`config.mk`:
```
export PLATFORM = sky130hd
export DESIGN_NAME = edf_tick_scheduler
export DESIGN_NICKNAME = d
export VERILOG_FILES = /design/src/rtl/edf_pkg.sv /design/src/rtl/edf_tick_scheduler.sv /design/src/rtl/edf_cmd_fifo.sv /design/src/rtl/edf_core.sv
export VERILOG_INCLUDE_DIRS = /design/src /design/src/rtl
export SDC_FILE = /design/constraint.sdc
export NUM_CORES = 2
export LEC_CHECK = 0
export ABC_AREA = 1
export BUFFER_PORTS_ARGS = -buffer_cell sky130_fd_sc_hd__buf_4
export CORE_ASPECT_RATIO = 0.7
export CORE_MARGIN = 2
export CORE_UTILIZATION = 40
export DETAILED_ROUTE_END_ITERATION = 8
export PLACE_DENSITY = 0.54
export SLEW_MARGIN = 20
export SYNTH_ARGS = -nofsm -noshare
export SYNTH_HDL_FRONTEND = slang
export SYNTH_SLANG_ARGS = --single-unit
```
`constraint.sdc`:
```
create_clock -name clk_i -period 3.37 [get_ports clk_i]
set_input_delay 0.337 -clock clk_i [delete_from_list [all_inputs] [get_ports clk_i]]
set_output_delay 0.337 -clock clk_i [all_outputs]
set_load 0.02 [all_outputs]
```
`src/rtl/edf_tick_scheduler_defines.svh`:
```
// Assertion macros for the EDF tick scheduler.
// Used by the top level only; no other dependencies.
`ifndef EDF_TICK_SCHEDULER_DEFINES_SVH
`define EDF_TICK_SCHEDULER_DEFINES_SVH
`ifndef SYNTHESIS
`define EDF_ASSERT(lbl, clk, rstn, prop, msg) \
  lbl: assert property (@(posedge clk) disable iff (!rstn) (prop)) else $error(msg);
`define EDF_ASSERT_NEVER(lbl, clk, rstn, prop, msg) \
  lbl: assert property (@(posedge clk) disable iff (!rstn) !(prop)) else $error(msg);
`else
`define EDF_ASSERT(lbl, clk, rstn, prop, msg)
`define EDF_ASSERT_NEVER(lbl, clk, rstn, prop, msg)
`endif
`endif

```
`src/rtl/edf_pkg.sv`:
```
// Shared types and constants of the EDF tick scheduler.
// No dependencies.
package edf_pkg;
  localparam logic [1:0] FUNC_LOAD  = 2'd0;
  localparam logic [1:0] FUNC_TICK  = 2'd1;
  localparam logic [1:0] FUNC_CLEAR = 2'd2;
  localparam logic [23:0] UTIL_MAX = 24'hFFFFFF;
  localparam logic [23:0] UTIL_ONE = 24'h010000;

  typedef struct packed {
    logic [1:0]  func;
    logic [15:0] arrival_time;
    logic [15:0] exec_time;
    logic [15:0] deadline;
  } edf_cmd_t;

  typedef struct packed {
    logic [31:0] now_time;
    logic [5:0]  task_id;
    logic        task_finished;
    logic        all_done;
    logic [23:0] utilization;
    logic        feasible;
    logic        table_full;
  } edf_res_t;
endpackage

```
`src/rtl/edf_tick_scheduler.sv`:
```
// Channel   Dir  Word fields (lowest bit first)
// s_axis    in   tuser: func[1:0]; tdata: arrival_time[15:0] exec_time[31:16] deadline[47:32]
// m_axis    out  now_time task_id task_finished all_done utilization feasible table_full
// A load with a non-zero deadline passes through the bit-serial Q8.16 divider; a refused
// load or one with a zero deadline goes straight to the result. A tick scans the loaded
// tasks (one table read per cycle in the deadline scan), a clear goes straight to the result;
// each ends in the output handshake. Reset empties the table; the task stores need no clearing.
// The input queue holds two words while a result waits on the output.
// Top level of the EDF tick scheduler; depends on edf_pkg, edf_cmd_fifo, edf_core.
`include "edf_tick_scheduler_defines.svh"
module edf_tick_scheduler #(
  parameter int MAX_TASKS = 32
) (
  input  logic        clk_i,
  input  logic        rst_ni,
  input  logic        s_axis_tvalid,
  output logic        s_axis_tready,
  input  logic [1:0]  s_axis_tuser,  // func
  input  logic [47:0] s_axis_tdata,  // arrival_time, exec_time, deadline
  output logic        m_axis_tvalid,
  input  logic        m_axis_tready,
  output logic [71:0] m_axis_tdata   // now_time, task_id, task_finished, all_done,
                                     // utilization, feasible, table_full
);
  import edf_pkg::*;

  edf_cmd_t cmd_in, cmd_q;
  edf_res_t res;
  logic full, empty, core_ready;

  assign cmd_in.func         = s_axis_tuser;
  assign cmd_in.arrival_time = s_axis_tdata[15:0];
  assign cmd_in.exec_time    = s_axis_tdata[31:16];
  assign cmd_in.deadline     = s_axis_tdata[47:32];
  assign s_axis_tready = !full;

  edf_cmd_fifo u_fifo (
    .clk_i, .rst_ni,
    .push_i(s_axis_tvalid), .wdata_i(cmd_in), .full_o(full),
    .pop_i(core_ready), .rdata_o(cmd_q), .empty_o(empty)
  );

  edf_core #(.MAX_TASKS(MAX_TASKS)) u_core (
    .clk_i, .rst_ni,
    .cmd_valid_i(!empty), .cmd_i(cmd_q), .cmd_ready_o(core_ready),
    .res_valid_o(m_axis_tvalid), .res_o(res), .res_ready_i(m_axis_tready)
  );

  assign m_axis_tdata = {6'd0, res.table_full, res.feasible, res.utilization, res.all_done,
                         res.task_finished, res.task_id, res.now_time};

  `EDF_ASSERT_NEVER(a_id_range, clk_i, rst_ni,
    m_axis_tvalid && m_axis_tdata[37:32] > 6'(MAX_TASKS), "task id out of range")
  `EDF_ASSERT_NEVER(a_fin_idle, clk_i, rst_ni,
    m_axis_tvalid && m_axis_tdata[38] && m_axis_tdata[37:32] == 6'd0, "idle tick finished")
  `EDF_ASSERT(a_out_hold, clk_i, rst_ni,
    m_axis_tvalid && !m_axis_tready |=> m_axis_tvalid && $stable(m_axis_tdata),
    "result changed while stalled")
endmodule

```
`src/rtl/edf_cmd_fifo.sv`:
```
// Two-entry word queue between the front and back parts of the scheduler.
// Depends on edf_pkg.
module edf_cmd_fifo (
  input  logic             clk_i,
  input  logic             rst_ni,
  input  logic             push_i,
  input  edf_pkg::edf_cmd_t wdata_i,
  output logic             full_o,
  input  logic             pop_i,
  output edf_pkg::edf_cmd_t rdata_o,
  output logic             empty_o
);
  import edf_pkg::*;

  edf_cmd_t    mem_q [2];
  logic        wp_q, rp_q;
  logic [1:0]  cnt_q;

  assign full_o  = cnt_q == 2'd2;
  assign empty_o = cnt_q == 2'd0;
  assign rdata_o = mem_q[rp_q];

  always_ff @(posedge clk_i) begin
    if (push_i && !full_o) begin
      mem_q[wp_q] <= wdata_i;
    end
  end

  always_ff @(posedge clk_i or negedge rst_ni) begin
    if (!rst_ni) begin
      wp_q  <= 1'b0;
      rp_q  <= 1'b0;
      cnt_q <= 2'd0;
    end else begin
      if (push_i && !full_o) wp_q <= ~wp_q;
      if (pop_i && !empty_o) rp_q <= ~rp_q;
      cnt_q <= cnt_q + {1'b0, push_i && !full_o} - {1'b0, pop_i && !empty_o};
    end
  end
endmodule

```
`src/rtl/edf_core.sv`:
```
// Back part of the scheduler: task table, sequential divider, deadline scan.
// Depends on edf_pkg.
module edf_core #(
  parameter int MAX_TASKS = 32
) (
  input  logic              clk_i,
  input  logic              rst_ni,
  input  logic              cmd_valid_i,
  input  edf_pkg::edf_cmd_t cmd_i,
  output logic              cmd_ready_o,
  output logic              res_valid_o,
  output edf_pkg::edf_res_t res_o,
  input  logic              res_ready_i
);
  import edf_pkg::*;

  localparam int IW = $clog2(MAX_TASKS);
  localparam int CW = $clog2(MAX_TASKS + 1);

  localparam logic [2:0] S_IDLE = 3'd0;
  localparam logic [2:0] S_DIV  = 3'd1;
  localparam logic [2:0] S_SCAN = 3'd2;
  localparam logic [2:0] S_DEC  = 3'd3;
  localparam logic [2:0] S_DEC2 = 3'd4;
  localparam logic [2:0] S_OUT  = 3'd5;

  logic [2:0]  st_q;
  logic [15:0] arr_mem [MAX_TASKS];
  logic [15:0] dl_mem  [MAX_TASKS];
  logic [15:0] rem_mem [MAX_TASKS];
  logic [CW-1:0] task_cnt_q, fin_cnt_q;
  logic [31:0] time_q, now_q;
  logic [23:0] util_q;

  logic [31:0] quo_q;
  logic [16:0] prem_q;
  logic [15:0] div_q;
  logic [5:0]  bit_q;

  logic [CW-1:0] idx_q;
  logic          found_q;
  logic [IW-1:0] best_q;
  logic [15:0]   best_dl_q;
  logic [15:0]   rd_arr_q, rd_dl_q, rd_rem_q;
  logic          rd_ok_q;
  logic [5:0]    id_q;
  logic          fin_q, full_q;

  logic [16:0] trial;
  logic [16:0] shifted;
  logic [24:0] usum;
  logic        cand;

  assign shifted = {prem_q[15:0], quo_q[31]};
  assign trial   = shifted - {1'b0, div_q};
  assign usum    = {1'b0, util_q} + ((|quo_q[31:24]) ? {1'b0, UTIL_MAX} : {1'b0, quo_q[23:0]});
  assign cand    = rd_ok_q && ({16'd0, rd_arr_q} <= time_q) && (rd_rem_q != 16'd0) &&
                   (!found_q || rd_dl_q < best_dl_q);
  assign cmd_ready_o = st_q == S_IDLE;
  assign res_valid_o = st_q == S_OUT;

  always_comb begin
    res_o.now_time      = now_q;
    res_o.task_id       = id_q;
    res_o.task_finished = fin_q;
    res_o.all_done      = fin_cnt_q == task_cnt_q;
    res_o.utilization   = util_q;
    res_o.feasible      = util_q <= UTIL_ONE;
    res_o.table_full    = full_q;
  end

  always_ff @(posedge clk_i) begin
    if (st_q == S_IDLE && cmd_valid_i && cmd_i.func == FUNC_LOAD &&
        task_cnt_q < CW'(MAX_TASKS)) begin
      arr_mem[task_cnt_q[IW-1:0]] <= cmd_i.arrival_time;
      dl_mem[task_cnt_q[IW-1:0]]  <= cmd_i.deadline;
      rem_mem[task_cnt_q[IW-1:0]] <= cmd_i.exec_time;
    end else if (st_q == S_DEC2) begin
      rem_mem[best_q] <= rd_rem_q - 16'd1;
    end
    rd_arr_q <= arr_mem[idx_q[IW-1:0]];
    rd_dl_q  <= dl_mem[idx_q[IW-1:0]];
    rd_rem_q <= rem_mem[(st_q == S_DEC) ? best_q : idx_q[IW-1:0]];
  end

  always_ff @(posedge clk_i or negedge rst_ni) begin
    if (!rst_ni) begin
      st_q <= S_IDLE;
      task_cnt_q <= '0;
      fin_cnt_q <= '0;
      time_q <= '0;
      util_q <= '0;
      now_q <= '0;
      id_q <= '0;
      fin_q <= 1'b0;
      full_q <= 1'b0;
      quo_q <= '0;
      prem_q <= '0;
      div_q <= '0;
      bit_q <= '0;
      idx_q <= '0;
      found_q <= 1'b0;
      best_q <= '0;
      best_dl_q <= '0;
      rd_ok_q <= 1'b0;
    end else begin
      case (st_q)
        S_IDLE: begin
          if (cmd_valid_i) begin
            id_q <= '0;
            fin_q <= 1'b0;
            full_q <= 1'b0;
            now_q <= time_q;
            st_q <= S_OUT;
            case (cmd_i.func)
              FUNC_LOAD: begin
                if (task_cnt_q >= CW'(MAX_TASKS)) begin
                  full_q <= 1'b1;
                end else begin
                  task_cnt_q <= task_cnt_q + CW'(1);
                  if (cmd_i.exec_time == 16'd0) fin_cnt_q <= fin_cnt_q + CW'(1);
                  if (cmd_i.deadline == 16'd0) begin
                    util_q <= UTIL_MAX;
                  end else begin
                    quo_q <= {cmd_i.exec_time, 16'd0};
                    prem_q <= '0;
                    div_q <= cmd_i.deadline;
                    bit_q <= '0;
                    st_q <= S_DIV;
                  end
                end
              end
              FUNC_TICK: begin
                idx_q <= '0;
                found_q <= 1'b0;
                rd_ok_q <= 1'b0;
                st_q <= S_SCAN;
              end
              FUNC_CLEAR: begin
                task_cnt_q <= '0;
                fin_cnt_q <= '0;
                time_q <= '0;
                util_q <= '0;
                now_q <= '0;
              end
              default: ;
            endcase
          end
        end
        S_DIV: begin
          if (!trial[16]) begin
            prem_q <= trial;
            quo_q <= {quo_q[30:0], 1'b1};
          end else begin
            prem_q <= shifted;
            quo_q <= {quo_q[30:0], 1'b0};
          end
          bit_q <= bit_q + 6'd1;
          if (bit_q == 6'd32) begin
            quo_q <= quo_q;
            util_q <= usum[24] ? UTIL_MAX : usum[23:0];
            st_q <= S_OUT;
          end
        end
        S_SCAN: begin
          if (cand) begin
            found_q <= 1'b1;
            best_q <= IW'(idx_q - CW'(1));
            best_dl_q <= rd_dl_q;
          end
          if (idx_q < task_cnt_q) begin
            idx_q <= idx_q + CW'(1);
            rd_ok_q <= 1'b1;
          end else begin
            rd_ok_q <= 1'b0;
            if (cand || found_q) begin
              st_q <= S_DEC;
            end else begin
              time_q <= time_q + 32'd1;
              st_q <= S_OUT;
            end
          end
        end
        S_DEC: st_q <= S_DEC2;
        S_DEC2: begin
          id_q <= 6'(best_q) + 6'd1;
          if (rd_rem_q == 16'd1) begin
            fin_q <= 1'b1;
            fin_cnt_q <= fin_cnt_q + CW'(1);
          end
          time_q <= time_q + 32'd1;
          st_q <= S_OUT;
        end
        S_OUT: if (res_ready_i) st_q <= S_IDLE;
        default: st_q <= S_IDLE;
      endcase
    end
  end
endmodule
```
==> flow_metrics.py <==
metrics = {
    "run_status": {
        "run_status": "finished clean",
    },
    "placement": {
        "dp_hpwl_um": 147700,
        "post_dp_cell_area_um2": 85480,
        "port_buffers": 121,
        "gp_congestion": 0.8677,
    },
    "synth": {
        "synth_edf_count": 1636,
        "ys_seq_area_share_pct": 69.62,
        "synth_cell_types": 62,
        "yosys_warnings": 0,
        "synth_ff_type": "edfxtp_1",
        "synth_cells": 6874,
        "syn_area_um2": 79640,
        "ys_ff_latch": 1898,
        "avgSynthCellArea_um2": 11.59,
        "async_flop_share_pct": 11.28,
    },
    "sta": {
        "tightest_slew_ps": 1143,
        "fin_crit_ps": 3174,
        "fin_crit_sh_pct": 94.19,
        "setup_viol": 0,
        "hold_slack_ps": 111.7,
        "slew_violations": 0,
        "relSlewSlack_pct": 23.32,
        "fmax_mhz": 315.0,
        "finalHoldViolCount": 0,
        "final.setup.tns_ps": 0,
        "fin_skew_ps": 60.54,
        "rsz0062_at_grt": "yes",
    },
    "clock_network": {
        "cts_max_level": 4,
        "clkTransAtPathRegs_ps": 60,
        "clkSinkCount": 1898,
        "insertion_delay_ps": 840,
        "cts_max_path_buffers": 4,
        "root_buffer": "clkbuf_16",
        "post_cts_buffers": 0,
        "cts_buffers": 188,
        "cts_tree": "done",
    },
    "drt": {
        "viasPerCell": 5.560,
        "drt-total-wl_um": 241900,
        "ant_nets": 0,
        "wl_per_cell_um": 24.44,
        "first_pass_iters": 6,
        "num_vias": 55032,
        "drc": 0,
        "initialDrtViolationCount": 7023,
    },
    "worst_setup_path": {
        "path_max_fanout": 44,
        "endpoint_kind": "flip-flop",
        "crit_type": "flip-flop to flip-flop",
        "critPathLaunchType": "flip-flop",
        "worstPathRequired_ps": 4010,
        "cp.arrival_ps": 3820,
    },
    "layout": {
        "finalNetCount": 7272,
        "drive_gt1_share_pct": 10.97,
        "area_delta_synth_final_pct": 15.50,
        "postLayoutCellArea_um2": 91980,
    },
    "power": {
        "power.leakage_nw": 32.85,
        "ir_drop_v": 0.0006185,
        "cellPowerDensity_nw_per_um2": 756.7,
    },
    "floorplan": {
        "core_um2": 197000,
        "dieArea_um2": 202700,
        "pin_count": 128,
        "die_w_um": 537.3,
        "die_h_um": 377.3,
        "std_cell_rows": 136,
        "start_util_pct": 40.42,
    },
    "global_route": {
        "grt_pass1_vias": 51267,
        "grt_overflow_total": 0,
        "antenna_found_initial": 8,
        "grt_pass1_wl_um": 353500,
        "grt_usage_pct": 23.49,
        "grt_max_degree": 138,
    },
    "flow_run": {
        "maxCapViolations": 0,
    },
    "hold_path": {
        "hold_class": "primary input to flip-flop",
    },
}
-- layout make-up --
| cell class | count | area, µm² |
|---|---|---|
| fillers | 17795 | 105100 |
| flip-flops and latches | 1898 | 55450 |
| multi-input cells | 4127 | 21220 |
| clock buffers | 253 | 5145 |
| repair buffers | 462 | 4394 |
| well taps | 2622 | 3281 |
| inverters | 448 | 1712 |
| clock inverters | 84 | 765.7 |
| diodes | 4 | 10.01 |
-- layer usage --
metal | GRT usage, % | up-vias | part of all wire [%]
li1 | - | 25100 | -
met1 | 37.81 | 27400 | 48
met2 | 32.29 | 2257 | 41
met3 | 4.812 | 273 | 9.2
met4 | 4.506 | 2 | 1.6
met5 | 0 | - | 0.0054
-- cells in the mapped netlist (all sizes together), types with 6 or more instances --
cell type / n / area (µm²)
a21oi: 255 / 1314
a31oi: 8 / 50.05
and2: 17 / 106.4
buf: 140 / 768.2
clkbuf: 266 / 1001
dfrtp: 214 / 5355
dfxtp: 48 / 960.9
edfxtp: 1636 / 49130
ha: 91 / 1139
inv: 444 / 1669
nand2: 926 / 3535
nand3: 257 / 1286
nand4: 58 / 362.9
nor2: 887 / 3377
nor3: 39 / 200.2
nor4: 10 / 62.56
o2111ai: 9 / 78.83
o211ai: 164 / 1231
o21a: 6 / 45.04
o21ai: 1025 / 5149
o21bai: 6 / 45.04
o221ai: 67 / 586.8
o22ai: 201 / 1358
o31ai: 9 / 67.56
xnor2: 16 / 140.1
xor2: 40 / 350.3
-- timing repair --
item                       CTS  global route
cloned                       0             0
hold endpoints to repair   211             0
gates resized for setup      0            15
setup endpoints to repair  123           424
hold buffers                52             0
-- power by group --
part	switching [W]	total (W)	internal [W]
logic	0.0131	0.0176	0.00446
clock network	0.00894	0.0207	0.0118
registers	0.000960	0.0313	0.0304
-- state kept, by name (all words and copies together), names as in the netlist, 24 cells and up --
register        flops
u_core.time_q      32
u_core.quo_q       32
u_core.now_q       32
u_core.arr_mem    512
u_core.rem_mem    512
u_core.dl_mem     512
u_core.util_q      24
u_fifo.mem_q      100
-- per-stage QoR --
step / utilization [%] / total power (W) / instances / setup WS, ps
finish: 46.68 / 0.06960 / 9898 / 195.9
CTS: 46.64 / 0.06974 / 9894 / -44.53
global route: 46.67 / 0.07271 / 9894 / -14.52
floorplan: - / 0.04166 / 6879 / 79.69
global placement: 43.38 / 0.04897 / 9505 / 89.43
detailed placement: 43.38 / 0.04911 / 9505 / -48.15
-- logic make-up after synthesis --
group / after synthesis / synth area share [%]
buf+inv: 854 / 4.336
fa+ha+maj: 93 / 1.480
simple gates: 2207 / 11.33
compound gates: 1765 / 12.61
other cells: 1 / 0.004709
flops: 1898 / 69.62
xor+xnor: 56 / 0.6159
-- worst max-delay path: stages (launching register included) --
cell and delay, ps:
dfrtp_4 760, inv_8 220, buf_12 250, o21ai_0 210, o22ai_1 110, o211ai_1 220
nand3_1 180, o21ai_0 730, inv_1 260
-- cell usage in the layout (no fill, tap or decap), drive strengths merged, types with 3 or more instances in the layout --
| master | netlist | routed |
|---|---|---|
| a211oi | 3 | 3 |
| a21o | 3 | 3 |
| a21oi | 255 | 255 |
| a31oi | 8 | 8 |
| and2 | 17 | 17 |
| buf | 140 | 410 |
| bufinv | 0 | 14 |
| clkbuf | 266 | 253 |
| clkinv | 4 | 67 |
| clkinvlp | 0 | 7 |
| conb | 1 | 6 |
| dfrtp | 214 | 214 |
| dfxtp | 48 | 48 |
| diode | 0 | 4 |
| dlygate4sd3 | 0 | 52 |
| edfxtp | 1636 | 1636 |
| ha | 91 | 91 |
| inv | 444 | 444 |
| nand2 | 926 | 926 |
| nand3 | 257 | 257 |
| nand3b | 5 | 5 |
| nand4 | 58 | 58 |
| nor2 | 887 | 887 |
| nor3 | 39 | 39 |
| nor4 | 10 | 10 |
| o2111ai | 9 | 9 |
| o211ai | 164 | 164 |
| o21a | 6 | 6 |
| o21ai | 1025 | 1025 |
| o21bai | 6 | 6 |
| o221ai | 67 | 67 |
| o22ai | 201 | 201 |
| o31ai | 9 | 9 |
| or2 | 5 | 5 |
| xnor2 | 16 | 16 |
| xor2 | 40 | 40 |
-- path summary, 6_finish.rpt --
kind	from	end	slack, ps	depth (start not counted)
max in group asynchronous	rst_ni	u_core.prem_q[7]	2150	3
setup / recovery	u_core.idx_q[0]	u_core.rd_arr_q[13]	200	8
hold reg to reg	u_core.now_q[7]	u_core.now_q[7]	480	2
hold / removal	s_axis_tvalid	u_fifo.wp_q	110	5
setup reg to reg	u_core.idx_q[0]	u_core.rd_arr_q[13]	200	8
min in group asynchronous	rst_ni	u_core.quo_q[6]	210	2
No activity file was read; power rests on OpenSTA's default activity.
